### config.mk
export PLATFORM = sky130hd
export DESIGN_NAME = band_level_meter_tracker_flat
export DESIGN_NICKNAME = d
export VERILOG_FILES = /design/src/design/blmt_pkg.sv /design/src/design/blmt_ifs.sv /design/src/design/band_level_meter_tracker.sv /design/src/flat_wrapper.sv
export VERILOG_INCLUDE_DIRS = /design/src /design/src/design
export SDC_FILE = /design/constraint.sdc
export NUM_CORES = 2
export LEC_CHECK = 0
export ABC_CLOCK_PERIOD_IN_PS = 15500
export BUFFER_PORTS_ARGS = -buffer_cell sky130_fd_sc_hd__buf_2
export CAP_MARGIN = 20
export CORE_MARGIN = 4
export CORE_UTILIZATION = 50
export DETAILED_ROUTE_END_ITERATION = 16
export PLACE_DENSITY = 0.66
export SLEW_MARGIN = 0
export SYNTH_ARGS = -nofsm -noshare
export SYNTH_HDL_FRONTEND = slang
export SYNTH_SLANG_ARGS = --single-unit
### constraint.sdc
create_clock -name clk -period 15.5 [get_ports clk]
set_input_delay 1.55 -clock clk [delete_from_list [all_inputs] [get_ports clk]]
set_output_delay 1.55 -clock clk [all_outputs]
set_load 0.02 [all_outputs]
### src/design/band_level_meter_tracker_defines.svh
// Assertion helpers for the band level meter tracker.
`ifndef BAND_LEVEL_METER_TRACKER_DEFINES_SVH
`define BAND_LEVEL_METER_TRACKER_DEFINES_SVH

// Check that a condition holds in the same cycle as its trigger.
`define BLMT_ASSERT_NOW(label, ck, rs, ante, cons, msg) \
  label: assert property (@(posedge ck) disable iff (rs) (ante) |-> (cons)) \
    else $error(msg);

// Check that a condition holds in the cycle after its trigger.
`define BLMT_ASSERT_NEXT(label, ck, rs, ante, cons, msg) \
  label: assert property (@(posedge ck) disable iff (rs) (ante) |=> (cons)) \
    else $error(msg);

`endif

### src/design/blmt_pkg.sv
`timescale 1ns / 1ps
package blmt_pkg;

  // Field widths of the request and result channels
  localparam int BAND_W   = 3;
  localparam int MAG_IN_W = 32;
  localparam int COLOR_W  = 8;

  // Internal fixed-point widths: 32.16 state, Q1.16 levels
  localparam int MAG_W    = 48;
  localparam int LEVEL_W  = 17;
  localparam int COEF_W   = 16;
  localparam int QUOT_W   = 16;
  localparam int ACC_W    = 64;
  localparam int MUL_A_W  = 32;
  localparam int PROD_W   = MUL_A_W + LEVEL_W;

  // Configuration port
  localparam int ADDR_W    = 5;
  localparam int DATA_W    = 32;
  localparam int REG_IDX_W = 3;

  localparam logic [REG_IDX_W-1:0] REG_FLOOR_RISE  = 3'd0;
  localparam logic [REG_IDX_W-1:0] REG_FLOOR_FALL  = 3'd1;
  localparam logic [REG_IDX_W-1:0] REG_PEAK_ATTACK = 3'd2;
  localparam logic [REG_IDX_W-1:0] REG_PEAK_DECAY  = 3'd3;
  localparam logic [REG_IDX_W-1:0] REG_SMOOTH      = 3'd4;
  localparam logic [REG_IDX_W-1:0] REG_ON_THRESH   = 3'd5;
  localparam logic [REG_IDX_W-1:0] REG_OFF_RATIO   = 3'd6;

  // Register reset values
  localparam logic [COEF_W-1:0]  RST_FLOOR_RISE  = 16'd64880;
  localparam logic [COEF_W-1:0]  RST_FLOOR_FALL  = 16'd62259;
  localparam logic [COEF_W-1:0]  RST_PEAK_ATTACK = 16'd32768;
  localparam logic [COEF_W-1:0]  RST_PEAK_DECAY  = 16'd65208;
  localparam logic [COEF_W-1:0]  RST_SMOOTH      = 16'd19661;
  localparam logic [LEVEL_W-1:0] RST_ON_THRESH   = 17'd6554;
  localparam logic [COEF_W-1:0]  RST_OFF_RATIO   = 16'd45875;

  // Fixed-point constants
  localparam logic [LEVEL_W-1:0] ONE_Q16   = 17'd65536;
  localparam logic [LEVEL_W-1:0] HALF_Q16  = 17'd32768;
  localparam logic [LEVEL_W-1:0] RAMP_SPAN = 17'd300;
  localparam logic [COLOR_W-1:0] RED_MAX   = 8'd150;

endpackage

### src/design/blmt_ifs.sv
`timescale 1ns / 1ps
// Band request channel
interface blmt_in_if;
  logic                          valid;
  logic                          ready;
  logic [blmt_pkg::BAND_W-1:0]   band_index;
  logic [blmt_pkg::MAG_IN_W-1:0] band_magnitude;
  logic                          frame_last;

  modport source (output valid, band_index, band_magnitude, frame_last, input ready);
  modport sink   (input valid, band_index, band_magnitude, frame_last, output ready);
endinterface

// Pixel result channel
interface blmt_out_if;
  logic                         valid;
  logic                         ready;
  logic [blmt_pkg::BAND_W-1:0]  pixel_index;
  logic [blmt_pkg::COLOR_W-1:0] red_level;
  logic [blmt_pkg::COLOR_W-1:0] green_level;
  logic                         pixel_on;
  logic                         frame_done;

  modport source (output valid, pixel_index, red_level, green_level, pixel_on, frame_done,
                  input ready);
  modport sink   (input valid, pixel_index, red_level, green_level, pixel_on, frame_done,
                  output ready);
endinterface

### src/design/band_level_meter_tracker.sv
`timescale 1ns / 1ps
// Band level meter tracker: turns one band magnitude into one pixel colour.
// band_in takes a request (band_index, band_magnitude, frame_last); pixel_out
// returns one result per request (pixel_index, red_level, green_level,
// pixel_on, frame_done). Both use valid/ready; a transfer happens on a clock
// edge with both high. The APB port writes and reads the seven coefficient
// and threshold registers at byte address 4*i; pready is always high.
// A band outside NUM_BANDS goes from S_IDLE straight to S_WB; an in-range
// band is processed by one shared 32x17 multiplier (two or four products per
// blend, up to five blends) and a 16-step restoring divider for the level.
// band_in.ready is high only in S_IDLE, so a new request is taken only after
// the last one has been handed to the output register. A finished result sits
// in an output register, so a new request is accepted while pixel_out stalls;
// the next result waits until that register is taken.
// Reset (rst, synchronous) restores the register defaults, clears noise
// floors, smoothed levels and active flags, and sets every peak to 1.0.
`include "band_level_meter_tracker_defines.svh"
module band_level_meter_tracker #(
  parameter int NUM_BANDS   = 8,
  parameter int FLOOR_BANDS = 3
) (
  input  logic                          clk,
  input  logic                          rst,
  blmt_in_if.sink                       band_in,
  blmt_out_if.source                    pixel_out,
  input  logic                          psel,
  input  logic                          penable,
  input  logic                          pwrite,
  input  logic [blmt_pkg::ADDR_W-1:0]   paddr,
  input  logic [blmt_pkg::DATA_W-1:0]   pwdata,
  output logic [blmt_pkg::DATA_W-1:0]   prdata,
  output logic                          pready
);

  // Only band indexes reachable through the request field need storage
  localparam int BAND_SPAN = 1 << blmt_pkg::BAND_W;
  localparam int DEPTH     = (NUM_BANDS < BAND_SPAN) ? NUM_BANDS : BAND_SPAN;
  localparam int IDX_W     = $clog2(DEPTH);

  typedef enum logic [3:0] {
    S_IDLE, S_SETUP, S_M0, S_M1, S_M2, S_M3, S_MW, S_MEND, S_DIVSET, S_DIV, S_WB
  } state_t;

  typedef enum logic [2:0] {
    PH_FLOOR, PH_PEAK, PH_SMOOTH, PH_OFFT, PH_COLOR
  } phase_t;

  // Configuration registers
  logic [blmt_pkg::COEF_W-1:0]  floor_rise_coef;
  logic [blmt_pkg::COEF_W-1:0]  floor_fall_coef;
  logic [blmt_pkg::COEF_W-1:0]  peak_attack_coef;
  logic [blmt_pkg::COEF_W-1:0]  peak_decay_coef;
  logic [blmt_pkg::COEF_W-1:0]  smooth_alpha;
  logic [blmt_pkg::LEVEL_W-1:0] on_threshold;
  logic [blmt_pkg::COEF_W-1:0]  off_ratio;

  // Per-band state
  logic [blmt_pkg::MAG_W-1:0]   floor_store  [DEPTH];
  logic [blmt_pkg::MAG_W-1:0]   peak_store   [DEPTH];
  logic [blmt_pkg::LEVEL_W-1:0] smooth_store [DEPTH];
  logic                         active_flags [DEPTH];

  // Sequencer and working registers
  state_t                       state;
  phase_t                       phase;
  logic [blmt_pkg::BAND_W-1:0]  band;
  logic [blmt_pkg::MAG_W-1:0]   mag;
  logic                         last;
  logic                         in_range;
  logic [blmt_pkg::MAG_W-1:0]   cur_floor;
  logic [blmt_pkg::MAG_W-1:0]   cur_peak;
  logic [blmt_pkg::LEVEL_W-1:0] cur_smooth;
  logic                         cur_on;
  logic [blmt_pkg::MAG_W-1:0]   adj;
  logic [blmt_pkg::MAG_W-1:0]   opx;
  logic [blmt_pkg::MAG_W-1:0]   opy;
  logic [blmt_pkg::LEVEL_W-1:0] coef_keep;
  logic [blmt_pkg::LEVEL_W-1:0] coef_new;
  logic                         pair;
  logic                         attack;
  logic [blmt_pkg::MAG_W-1:0]   rem;
  logic [blmt_pkg::QUOT_W-1:0]  quot;
  logic [3:0]                   cnt;
  logic [blmt_pkg::LEVEL_W-1:0] level;
  logic [blmt_pkg::COLOR_W-1:0] red;
  logic [blmt_pkg::COLOR_W-1:0] green;

  // Shared multiplier pipeline
  logic [blmt_pkg::MUL_A_W-1:0] mul_a;
  logic [blmt_pkg::LEVEL_W-1:0] mul_b;
  logic                         mul_go;
  logic                         mul_sh;
  logic                         mul_clr;
  logic [blmt_pkg::PROD_W-1:0]  prod;
  logic                         prod_vld;
  logic                         prod_sh;
  logic                         prod_clr;
  logic [blmt_pkg::ACC_W-1:0]   acc;

  // Output register
  logic                         out_valid;
  logic [blmt_pkg::BAND_W-1:0]  out_index;
  logic [blmt_pkg::COLOR_W-1:0] out_red;
  logic [blmt_pkg::COLOR_W-1:0] out_green;
  logic                         out_on;
  logic                         out_done;

  // Combinational helpers
  logic                         accept;
  logic                         req_in_range;
  logic                         req_floor;
  logic [IDX_W-1:0]             in_idx;
  logic [IDX_W-1:0]             wb_idx;
  logic [blmt_pkg::MAG_W-1:0]   blend_res;
  logic [blmt_pkg::MAG_W:0]     div_shift;
  logic                         div_ge;
  logic [blmt_pkg::MAG_W:0]     div_diff;
  logic [blmt_pkg::QUOT_W-1:0]  quot_next;
  logic                         hys_on;
  logic                         can_load;
  logic [blmt_pkg::LEVEL_W-1:0] fl_coef;
  logic [blmt_pkg::LEVEL_W-1:0] ramp_arg;

  assign accept       = band_in.valid && band_in.ready;
  assign req_in_range = int'(band_in.band_index) < NUM_BANDS;
  assign req_floor    = int'(band_in.band_index) < FLOOR_BANDS;
  assign in_idx       = band_in.band_index[IDX_W-1:0];
  assign wb_idx       = band[IDX_W-1:0];
  assign blend_res    = acc[blmt_pkg::ACC_W-1:blmt_pkg::ACC_W-blmt_pkg::MAG_W];
  assign can_load     = !out_valid || pixel_out.ready;

  // Restoring divide step: shift in one bit, subtract the peak when it fits
  assign div_shift = {rem, 1'b0};
  assign div_ge    = div_shift >= {1'b0, cur_peak};
  assign div_diff  = div_shift - {1'b0, cur_peak};
  assign quot_next = {quot[blmt_pkg::QUOT_W-2:0], div_ge};

  // Hysteresis: turn on at the threshold, off below the scaled threshold
  assign hys_on = cur_on ? !(cur_smooth < blend_res[blmt_pkg::LEVEL_W-1:0])
                         : (cur_smooth >= on_threshold);

  assign fl_coef  = (mag > cur_floor) ? {1'b0, floor_rise_coef} : {1'b0, floor_fall_coef};
  assign ramp_arg = (cur_smooth <= blmt_pkg::HALF_Q16) ? cur_smooth
                                                       : blmt_pkg::ONE_Q16 - cur_smooth;

  assign band_in.ready = (state == S_IDLE);

  assign pixel_out.valid       = out_valid;
  assign pixel_out.pixel_index = out_index;
  assign pixel_out.red_level   = out_red;
  assign pixel_out.green_level = out_green;
  assign pixel_out.pixel_on    = out_on;
  assign pixel_out.frame_done  = out_done;

  // Configuration write port
  always_ff @(posedge clk) begin
    if (rst) begin
      floor_rise_coef  <= blmt_pkg::RST_FLOOR_RISE;
      floor_fall_coef  <= blmt_pkg::RST_FLOOR_FALL;
      peak_attack_coef <= blmt_pkg::RST_PEAK_ATTACK;
      peak_decay_coef  <= blmt_pkg::RST_PEAK_DECAY;
      smooth_alpha     <= blmt_pkg::RST_SMOOTH;
      on_threshold     <= blmt_pkg::RST_ON_THRESH;
      off_ratio        <= blmt_pkg::RST_OFF_RATIO;
    end else if (psel && penable && pwrite) begin
      case (paddr[blmt_pkg::ADDR_W-1:2])
        blmt_pkg::REG_FLOOR_RISE:  floor_rise_coef  <= pwdata[blmt_pkg::COEF_W-1:0];
        blmt_pkg::REG_FLOOR_FALL:  floor_fall_coef  <= pwdata[blmt_pkg::COEF_W-1:0];
        blmt_pkg::REG_PEAK_ATTACK: peak_attack_coef <= pwdata[blmt_pkg::COEF_W-1:0];
        blmt_pkg::REG_PEAK_DECAY:  peak_decay_coef  <= pwdata[blmt_pkg::COEF_W-1:0];
        blmt_pkg::REG_SMOOTH:      smooth_alpha     <= pwdata[blmt_pkg::COEF_W-1:0];
        blmt_pkg::REG_ON_THRESH:   on_threshold     <= pwdata[blmt_pkg::LEVEL_W-1:0];
        blmt_pkg::REG_OFF_RATIO:   off_ratio        <= pwdata[blmt_pkg::COEF_W-1:0];
        default: ;
      endcase
    end
  end

  // Configuration read mux
  always_comb begin
    case (paddr[blmt_pkg::ADDR_W-1:2])
      blmt_pkg::REG_FLOOR_RISE:  prdata = {16'd0, floor_rise_coef};
      blmt_pkg::REG_FLOOR_FALL:  prdata = {16'd0, floor_fall_coef};
      blmt_pkg::REG_PEAK_ATTACK: prdata = {16'd0, peak_attack_coef};
      blmt_pkg::REG_PEAK_DECAY:  prdata = {16'd0, peak_decay_coef};
      blmt_pkg::REG_SMOOTH:      prdata = {16'd0, smooth_alpha};
      blmt_pkg::REG_ON_THRESH:   prdata = {15'd0, on_threshold};
      blmt_pkg::REG_OFF_RATIO:   prdata = {16'd0, off_ratio};
      default:                   prdata = '0;
    endcase
  end

  assign pready = 1'b1;

  // Select multiplier operands: low 32 bits then high 16 bits of each 48-bit operand
  always_comb begin
    mul_a   = '0;
    mul_b   = coef_keep;
    mul_go  = 1'b0;
    mul_sh  = 1'b0;
    mul_clr = 1'b0;
    case (state)
      S_M0: begin
        mul_a   = opx[31:0];
        mul_go  = 1'b1;
        mul_clr = 1'b1;
      end
      S_M1: begin
        mul_a  = {16'd0, opx[47:32]};
        mul_go = 1'b1;
        mul_sh = 1'b1;
      end
      S_M2: begin
        mul_a  = opy[31:0];
        mul_b  = coef_new;
        mul_go = 1'b1;
      end
      S_M3: begin
        mul_a  = {16'd0, opy[47:32]};
        mul_b  = coef_new;
        mul_go = 1'b1;
        mul_sh = 1'b1;
      end
      default: ;
    endcase
  end

  // Sequencer, shared multiplier pipeline, band state and output register
  always_ff @(posedge clk) begin
    if (rst) begin
      state     <= S_IDLE;
      phase     <= PH_FLOOR;
      prod_vld  <= 1'b0;
      out_valid <= 1'b0;
      for (int i = 0; i < DEPTH; i++) begin
        floor_store[i]  <= '0;
        peak_store[i]   <= blmt_pkg::MAG_W'(blmt_pkg::ONE_Q16);
        smooth_store[i] <= '0;
        active_flags[i] <= 1'b0;
      end
    end else begin
      // Register the product, then fold it into the accumulator
      prod     <= mul_a * mul_b;
      prod_vld <= mul_go;
      prod_sh  <= mul_sh;
      prod_clr <= mul_clr;
      if (prod_vld) begin
        acc <= (prod_clr ? '0 : acc)
             + (prod_sh ? {prod[31:0], 32'd0} : blmt_pkg::ACC_W'(prod));
      end

      // Drop the result once taken, unless a new one loads now
      if (out_valid && pixel_out.ready && (state != S_WB)) begin
        out_valid <= 1'b0;
      end

      case (state)
        S_IDLE: begin
          if (accept) begin
            band       <= band_in.band_index;
            mag        <= {band_in.band_magnitude, 16'd0};
            adj        <= {band_in.band_magnitude, 16'd0};
            last       <= band_in.frame_last;
            in_range   <= req_in_range;
            cur_floor  <= floor_store[in_idx];
            cur_peak   <= peak_store[in_idx];
            cur_smooth <= smooth_store[in_idx];
            cur_on     <= req_in_range && active_flags[in_idx];
            if (!req_in_range) begin
              red    <= '0;
              green  <= '0;
              state  <= S_WB;
            end else begin
              phase <= req_floor ? PH_FLOOR : PH_PEAK;
              state <= S_SETUP;
            end
          end
        end

        // Load blend operands: acc = keep*x + new*y
        S_SETUP: begin
          case (phase)
            PH_FLOOR: begin
              coef_keep <= fl_coef;
              coef_new  <= blmt_pkg::ONE_Q16 - fl_coef;
              opx       <= cur_floor;
              opy       <= mag;
              pair      <= 1'b1;
            end
            PH_PEAK: begin
              attack <= adj > cur_peak;
              opx    <= cur_peak;
              opy    <= adj;
              if (adj > cur_peak) begin
                coef_keep <= {1'b0, peak_attack_coef};
                coef_new  <= blmt_pkg::ONE_Q16 - {1'b0, peak_attack_coef};
                pair      <= 1'b1;
              end else begin
                coef_keep <= {1'b0, peak_decay_coef};
                coef_new  <= '0;
                pair      <= 1'b0;
              end
            end
            PH_SMOOTH: begin
              coef_keep <= blmt_pkg::ONE_Q16 - {1'b0, smooth_alpha};
              coef_new  <= {1'b0, smooth_alpha};
              opx       <= blmt_pkg::MAG_W'(cur_smooth);
              opy       <= blmt_pkg::MAG_W'(level);
              pair      <= 1'b1;
            end
            PH_OFFT: begin
              coef_keep <= {1'b0, off_ratio};
              coef_new  <= '0;
              opx       <= blmt_pkg::MAG_W'(on_threshold);
              opy       <= '0;
              pair      <= 1'b0;
            end
            PH_COLOR: begin
              coef_keep <= blmt_pkg::RAMP_SPAN;
              coef_new  <= '0;
              opx       <= blmt_pkg::MAG_W'(ramp_arg);
              opy       <= '0;
              pair      <= 1'b0;
            end
            default: ;
          endcase
          state <= S_M0;
        end

        S_M0: state <= S_M1;
        S_M1: state <= pair ? S_M2 : S_MW;
        S_M2: state <= S_M3;
        S_M3: state <= S_MW;
        S_MW: state <= S_MEND;

        // Use the blend result of the current phase
        S_MEND: begin
          case (phase)
            PH_FLOOR: begin
              cur_floor <= blend_res;
              adj       <= (mag > blend_res) ? mag - blend_res : '0;
              phase     <= PH_PEAK;
              state     <= S_SETUP;
            end
            PH_PEAK: begin
              if (!attack && blend_res < blmt_pkg::MAG_W'(blmt_pkg::ONE_Q16)) begin
                cur_peak <= blmt_pkg::MAG_W'(blmt_pkg::ONE_Q16);
              end else begin
                cur_peak <= blend_res;
              end
              state <= S_DIVSET;
            end
            PH_SMOOTH: begin
              cur_smooth <= blend_res[blmt_pkg::LEVEL_W-1:0];
              phase      <= PH_OFFT;
              state      <= S_SETUP;
            end
            PH_OFFT: begin
              cur_on <= hys_on;
              red    <= '0;
              green  <= '0;
              if (hys_on && cur_smooth != '0) begin
                phase <= PH_COLOR;
                state <= S_SETUP;
              end else begin
                state <= S_WB;
              end
            end
            PH_COLOR: begin
              red   <= (cur_smooth <= blmt_pkg::HALF_Q16) ? blend_res[blmt_pkg::COLOR_W-1:0]
                                                          : blmt_pkg::RED_MAX;
              green <= blend_res[blmt_pkg::COLOR_W-1:0];
              state <= S_WB;
            end
            default: state <= S_WB;
          endcase
        end

        // Saturate the level at 1.0 or start the divide
        S_DIVSET: begin
          if (adj >= cur_peak) begin
            level <= blmt_pkg::ONE_Q16;
            phase <= PH_SMOOTH;
            state <= S_SETUP;
          end else begin
            rem   <= adj;
            quot  <= '0;
            cnt   <= 4'(blmt_pkg::QUOT_W - 1);
            state <= S_DIV;
          end
        end

        // One quotient bit per cycle
        S_DIV: begin
          rem  <= div_ge ? div_diff[blmt_pkg::MAG_W-1:0] : div_shift[blmt_pkg::MAG_W-1:0];
          quot <= quot_next;
          cnt  <= cnt - 4'd1;
          if (cnt == '0) begin
            level <= {1'b0, quot_next};
            phase <= PH_SMOOTH;
            state <= S_SETUP;
          end
        end

        // Hand over the result and write back the band state
        S_WB: begin
          if (can_load) begin
            out_valid <= 1'b1;
            out_index <= band;
            out_red   <= red;
            out_green <= green;
            out_on    <= cur_on;
            out_done  <= last;
            if (in_range) begin
              floor_store[wb_idx]  <= cur_floor;
              peak_store[wb_idx]   <= cur_peak;
              smooth_store[wb_idx] <= cur_smooth;
              active_flags[wb_idx] <= cur_on;
            end
            state <= S_IDLE;
          end
        end

        default: state <= S_IDLE;
      endcase
    end
  end

  // Checks
  `BLMT_ASSERT_NOW(a_div_bound, clk, rst, state == S_DIV,
    (rem < cur_peak) && (cur_peak >= blmt_pkg::MAG_W'(blmt_pkg::ONE_Q16)),
    "divider remainder or peak out of range")
  `BLMT_ASSERT_NOW(a_off_dark, clk, rst, pixel_out.valid && !pixel_out.pixel_on,
    (pixel_out.red_level == '0) && (pixel_out.green_level == '0),
    "inactive pixel carries colour")
  `BLMT_ASSERT_NEXT(a_result_loaded, clk, rst, (state == S_WB) && can_load,
    pixel_out.valid && (state == S_IDLE), "finished request not presented")
  `BLMT_ASSERT_NOW(a_idle_quiet, clk, rst, state == S_IDLE, !prod_vld,
    "multiplier busy between requests")

endmodule
### src/flat_wrapper.sv
// flat-port wrapper written by rule: the top's interface ports become plain ports
module band_level_meter_tracker_flat 
#(
  parameter int NUM_BANDS   = 8,
  parameter int FLOOR_BANDS = 3
)
  (clk, rst, psel, penable, pwrite, paddr, pwdata, prdata, pready, band_in_valid, band_in_band_index, band_in_band_magnitude, band_in_frame_last, band_in_ready, pixel_out_valid, pixel_out_pixel_index, pixel_out_red_level, pixel_out_green_level, pixel_out_pixel_on, pixel_out_frame_done, pixel_out_ready);
  blmt_in_if band_in_i ();
  blmt_out_if pixel_out_i ();
  input  logic clk;
  input  logic rst;
  input  logic psel;
  input  logic penable;
  input  logic pwrite;
  input  logic [blmt_pkg::ADDR_W-1:0] paddr;
  input  logic [blmt_pkg::DATA_W-1:0] pwdata;
  output logic [blmt_pkg::DATA_W-1:0] prdata;
  output logic pready;
  input wire logic [$bits(band_in_i.valid)-1:0] band_in_valid;
  input wire logic [$bits(band_in_i.band_index)-1:0] band_in_band_index;
  input wire logic [$bits(band_in_i.band_magnitude)-1:0] band_in_band_magnitude;
  input wire logic [$bits(band_in_i.frame_last)-1:0] band_in_frame_last;
  output wire logic [$bits(band_in_i.ready)-1:0] band_in_ready;
  output wire logic [$bits(pixel_out_i.valid)-1:0] pixel_out_valid;
  output wire logic [$bits(pixel_out_i.pixel_index)-1:0] pixel_out_pixel_index;
  output wire logic [$bits(pixel_out_i.red_level)-1:0] pixel_out_red_level;
  output wire logic [$bits(pixel_out_i.green_level)-1:0] pixel_out_green_level;
  output wire logic [$bits(pixel_out_i.pixel_on)-1:0] pixel_out_pixel_on;
  output wire logic [$bits(pixel_out_i.frame_done)-1:0] pixel_out_frame_done;
  input wire logic [$bits(pixel_out_i.ready)-1:0] pixel_out_ready;
  assign band_in_i.valid = band_in_valid;
  assign band_in_i.band_index = band_in_band_index;
  assign band_in_i.band_magnitude = band_in_band_magnitude;
  assign band_in_i.frame_last = band_in_frame_last;
  assign band_in_ready = band_in_i.ready;
  assign pixel_out_valid = pixel_out_i.valid;
  assign pixel_out_pixel_index = pixel_out_i.pixel_index;
  assign pixel_out_red_level = pixel_out_i.red_level;
  assign pixel_out_green_level = pixel_out_i.green_level;
  assign pixel_out_pixel_on = pixel_out_i.pixel_on;
  assign pixel_out_frame_done = pixel_out_i.frame_done;
  assign pixel_out_i.ready = pixel_out_ready;
  band_level_meter_tracker #(.NUM_BANDS(NUM_BANDS), .FLOOR_BANDS(FLOOR_BANDS)) u_core (.clk(clk), .rst(rst), .band_in(band_in_i), .pixel_out(pixel_out_i), .psel(psel), .penable(penable), .pwrite(pwrite), .paddr(paddr), .pwdata(pwdata), .prdata(prdata), .pready(pready));
endmodule
==> reports/qor.json <==
{
  "syn-mean-instance-area_sq_um": 11.3,
  "drt-initial-drc-count": 8342,
  "post_route_cells_drive_above_1_share_pct": 11.2,
  "cts_inserted_buffers": 173,
  "timing.rr.start": "u_core.state[2]",
  "synth.area.top_cells": "edfxtp_1, fa_1, mux4_2",
  "critPathSlowestCell": "a22o_1",
  "timing.final.hold_violations": 0,
  "yosysWarningCount": 0,
  "finalCriticalPeriod_ns": 10.23,
  "cts.repair.resized": 0,
  "placed_cells_incl_taps": 11000,
  "endpoint_of_the_most_critical_register_to_register_path": "u_core.prod[44]",
  "worstMarginPinSlew_ns": 1.28,
  "share_comb_of_total_power_pct": 45.5,
  "critPathRequiredTime_ns": 16.03,
  "ff_latch_area_sq_um": 46800,
  "cts.path.max_buffers": 3,
  "floorplan.die_area_sq_um": 204000,
  "drc": 0,
  "fmax_mhz": 97.7,
  "critPathMostFrequentCell": "fa_1",
  "slew_headroom_pct": 14.8,
  "endpoint": "u_core.prod[44]",
  "timing.critical_path.from": "u_core.state[2]",
  "power_switching_mw": 7.35,
  "worst_setup_end_kind": "flop",
  "internal_power_mw": 10.4,
  "drtPass1Iterations": 7,
  "finClkSkew_ns": 0.0619,
  "dieHeight_um": 452,
  "cts.sink_count": 1600,
  "hold_path_class": "reg -> reg",
  "placement.io_buffers": 102,
  "synth_sequential_area_ratio_pct": 47.5,
  "multi_input_combinational_cell_area_sq_um": 47000,
  "critical_path.max_stage_delay_ns": 0.99,
  "first_global_vias": 70700,
  "ys_async_sr_fraction_pct": 0,
  "insertion_delay_ns": 0.85,
  "grt-ovfl-total": 0,
  "tritoncts_clock_tree": "built",
  "status": "finished clean",
  "drv_cap": 0,
  "synth_cell_type_count": 92,
  "setup_viol": 0,
  "route.antenna.remaining_nets": 0,
  "post-cts-setup-buffer-count": 0,
  "initial_core_util_pct": 50.4,
  "wire_length_of_the_first_global_routing_pass_mm": 477,
  "grt_max_degree": 152,
  "post_layout_nonfiller_instances": 11300,
  "fin_total_pwr_mw": 17.7,
  "synth_common_cells": "edfxtp_1, nand2_1, inv_1",
  "synth-edff-count": 1478,
  "rsz0062_at_grt": "false",
  "fp.dieW_um": 452,
  "route.detailed.vias_per_inst": 6.30,
  "reg2regPathDepth": 30,
  "path_clk_slew_ns": 0.06,
  "postSynthRegisterBits": 1600,
  "timing.critical_path.arrival_ns": 10.76,
  "startpoint_type": "flop",
  "final_net_count": 9489,
  "top_ports": 136,
  "worst-setup-path-type": "reg -> reg",
  "finish.instance_area_sq_um": 107000,
  "maxSlewViolCount": 0,
  "post-synth-top-area-fraction_pct": 45.0,
  "power.density_nw_per_um2": 165,
  "layout.filler_cells": 16600,
  "area_growth_pct": 8.92,
  "vias": 71400,
  "number_of_antenna_violations_at_the_first_check_in_global_routing": 23,
  "place.gp.congestion": 1.01,
  "dpl.hpwl_mm": 226,
  "track_usage_pct": 31.6,
  "pwr-share-seq_pct": 31.3,
  "cp_max_fo": 38,
  "std_cell_rows": 162,
  "synth.cell_area_sq_um": 98600,
  "p_leak_nw": 41.6,
  "clock_tree_root_driver_cell": "clkbuf_16",
  "fp.coreArea_sq_um": 196000,
  "share_clk_of_total_power_pct": 23.3,
  "wl_per_cell_um": 28.7,
  "cts_htree_levels": 4,
  "synth_most_common_cell": "edfxtp_1",
  "synth.largest_area_cell": "edfxtp_1",
  "dpl_cell_area_sq_um": 102000,
  "postSynth.topFlopCell": "edfxtp_1",
  "min_period_over_period_pct": 66.0,
  "reg2reg_slack_ns": 5.27,
  "power.switching_fraction_pct": 41.5,
  "syn-instance-count": 8701,
  "drt-total-wl_mm": 326,
  "hold_buffers": 0,
  "setup-tns-final_ns": 0,
  "ir_drop_v": 0.000218
}
[worst max-delay path, delay by kind of cell, from the launching register on]
family / cells / cell delay [ns]
AO/OA/AOI/OAI: 9 / 3.17
XOR/XNOR: 1 / 0.16
buffers and inverters: 7 / 0.71
AND/OR/NAND/NOR: 6 / 1.74
flip-flops: 1 / 0.62
adder cells (fa/ha/maj): 7 / 3.52
[logic make-up after synthesis]
logic type               after synthesis  share of synthesized area, %
AND/OR/NAND/NOR                     2831                          13.8
adder cells (fa/ha/maj)              837                          14.0
flip-flops                          1600                          47.5
AO/OA/AOI/OAI                       1279                          8.38
buffers and inverters               1360                          5.28
multiplexers                         539                          8.76
other                                  2                       0.00761
XOR/XNOR                             253                          2.25
[worst min-delay path by stage]
| stage | startpoint | to | slack (ns) | cells after the start |
|---|---|---|---|---|
| after floorplan | u_core.last | u_core.pixel_out.frame_done | 0.40 | 0 |
| after global placement | u_core.green[3] | u_core.pixel_out.green_level[3] | 0.40 | 0 |
| after detailed placement | u_core.green[2] | u_core.pixel_out.green_level[2] | 0.40 | 0 |
| after CTS | u_core.green[2] | u_core.pixel_out.green_level[2] | 0.41 | 0 |
| after global routing | u_core.green[2] | u_core.pixel_out.green_level[2] | 0.42 | 0 |
| final | u_core.green[2] | u_core.pixel_out.green_level[2] | 0.42 | 0 |
[metal layers]
| layer | up-vias | routed length [um] | GRT usage [%] |
|---|---|---|---|
| met5 | - | 46 | 0 |
| met4 | 6 | 18100 | 15.2 |
| met3 | 764 | 30600 | 6.83 |
| met2 | 3606 | 147000 | 48.3 |
| met1 | 36000 | 130000 | 43.1 |
| li1 | 31000 | - | - |
[state kept, by name (all words and copies together), names as in the netlist, 32 cells and up]
signal	cells
u_core.prod	49
u_core.smooth_store	136
u_core.floor_store	384
u_core.rem	48
u_core.peak_store	384
u_core.acc	64
u_core.mag	32
u_core.cur_floor	48
u_core.opy	48
u_core.cur_peak	48
u_core.opx	48
u_core.adj	48
[power by group through the flow]
stage | Clock (mW) | Sequential (mW) | Combinational (mW)
2_1_floorplan | 0 | 5.49 | 5.37
4_1_cts | 4.16 | 5.53 | 8.05
6_report | 4.12 | 5.54 | 8.05
5_1_grt | 4.35 | 5.55 | 8.85
3_3_place_gp | 0 | 5.60 | 7.90
3_5_place_dp | 0 | 5.61 | 7.99
[per-stage QoR]
step           hold slack, ns  util (%)  worst slack (ns)
2_1_floorplan           0.400         -              2.74
3_3_place_gp            0.404      52.1              5.44
3_5_place_dp            0.405      52.1              5.38
4_1_cts                 0.414      54.9              5.35
5_1_grt                 0.418      54.9              4.78
6_report                0.416      54.9              5.27
[cell usage in the layout (no fill, tap or decap), drive strengths merged, types with 21 or more instances in the layout]
cell and instances:
edfxtp 1478, nand2 859, inv 771, nor3 574
nor2 500, fa 451, a21oi 432, ha 386
and2 289, buf 267, mux4 254, o21ai 235
mux2i 234, clkbuf 215, nor4 204, xnor2 152
dfxtp 122, a21o 116, xor2 101, a22o 98
nor2b 89, clkinv 84, nand3 79, and3 62
nand4 61, mux2 51, o22ai 51, nand2b 49
o21a 35, o211ai 34, a22oi 31, a221oi 29
o21bai 27, a31oi 27, a221o 22, a211oi 21
[area by class of cell]
type	instances	area share, %
inverter	774	2.71
antenna	4	0.00932
clock buffer	214	4.20
clock inverter	99	0.956
sequential	1600	43.6
multi-input combinational	5755	43.8
tap	2624	3.06
timing repair buffer	268	1.72
Power figures use the tool's default switching activity.
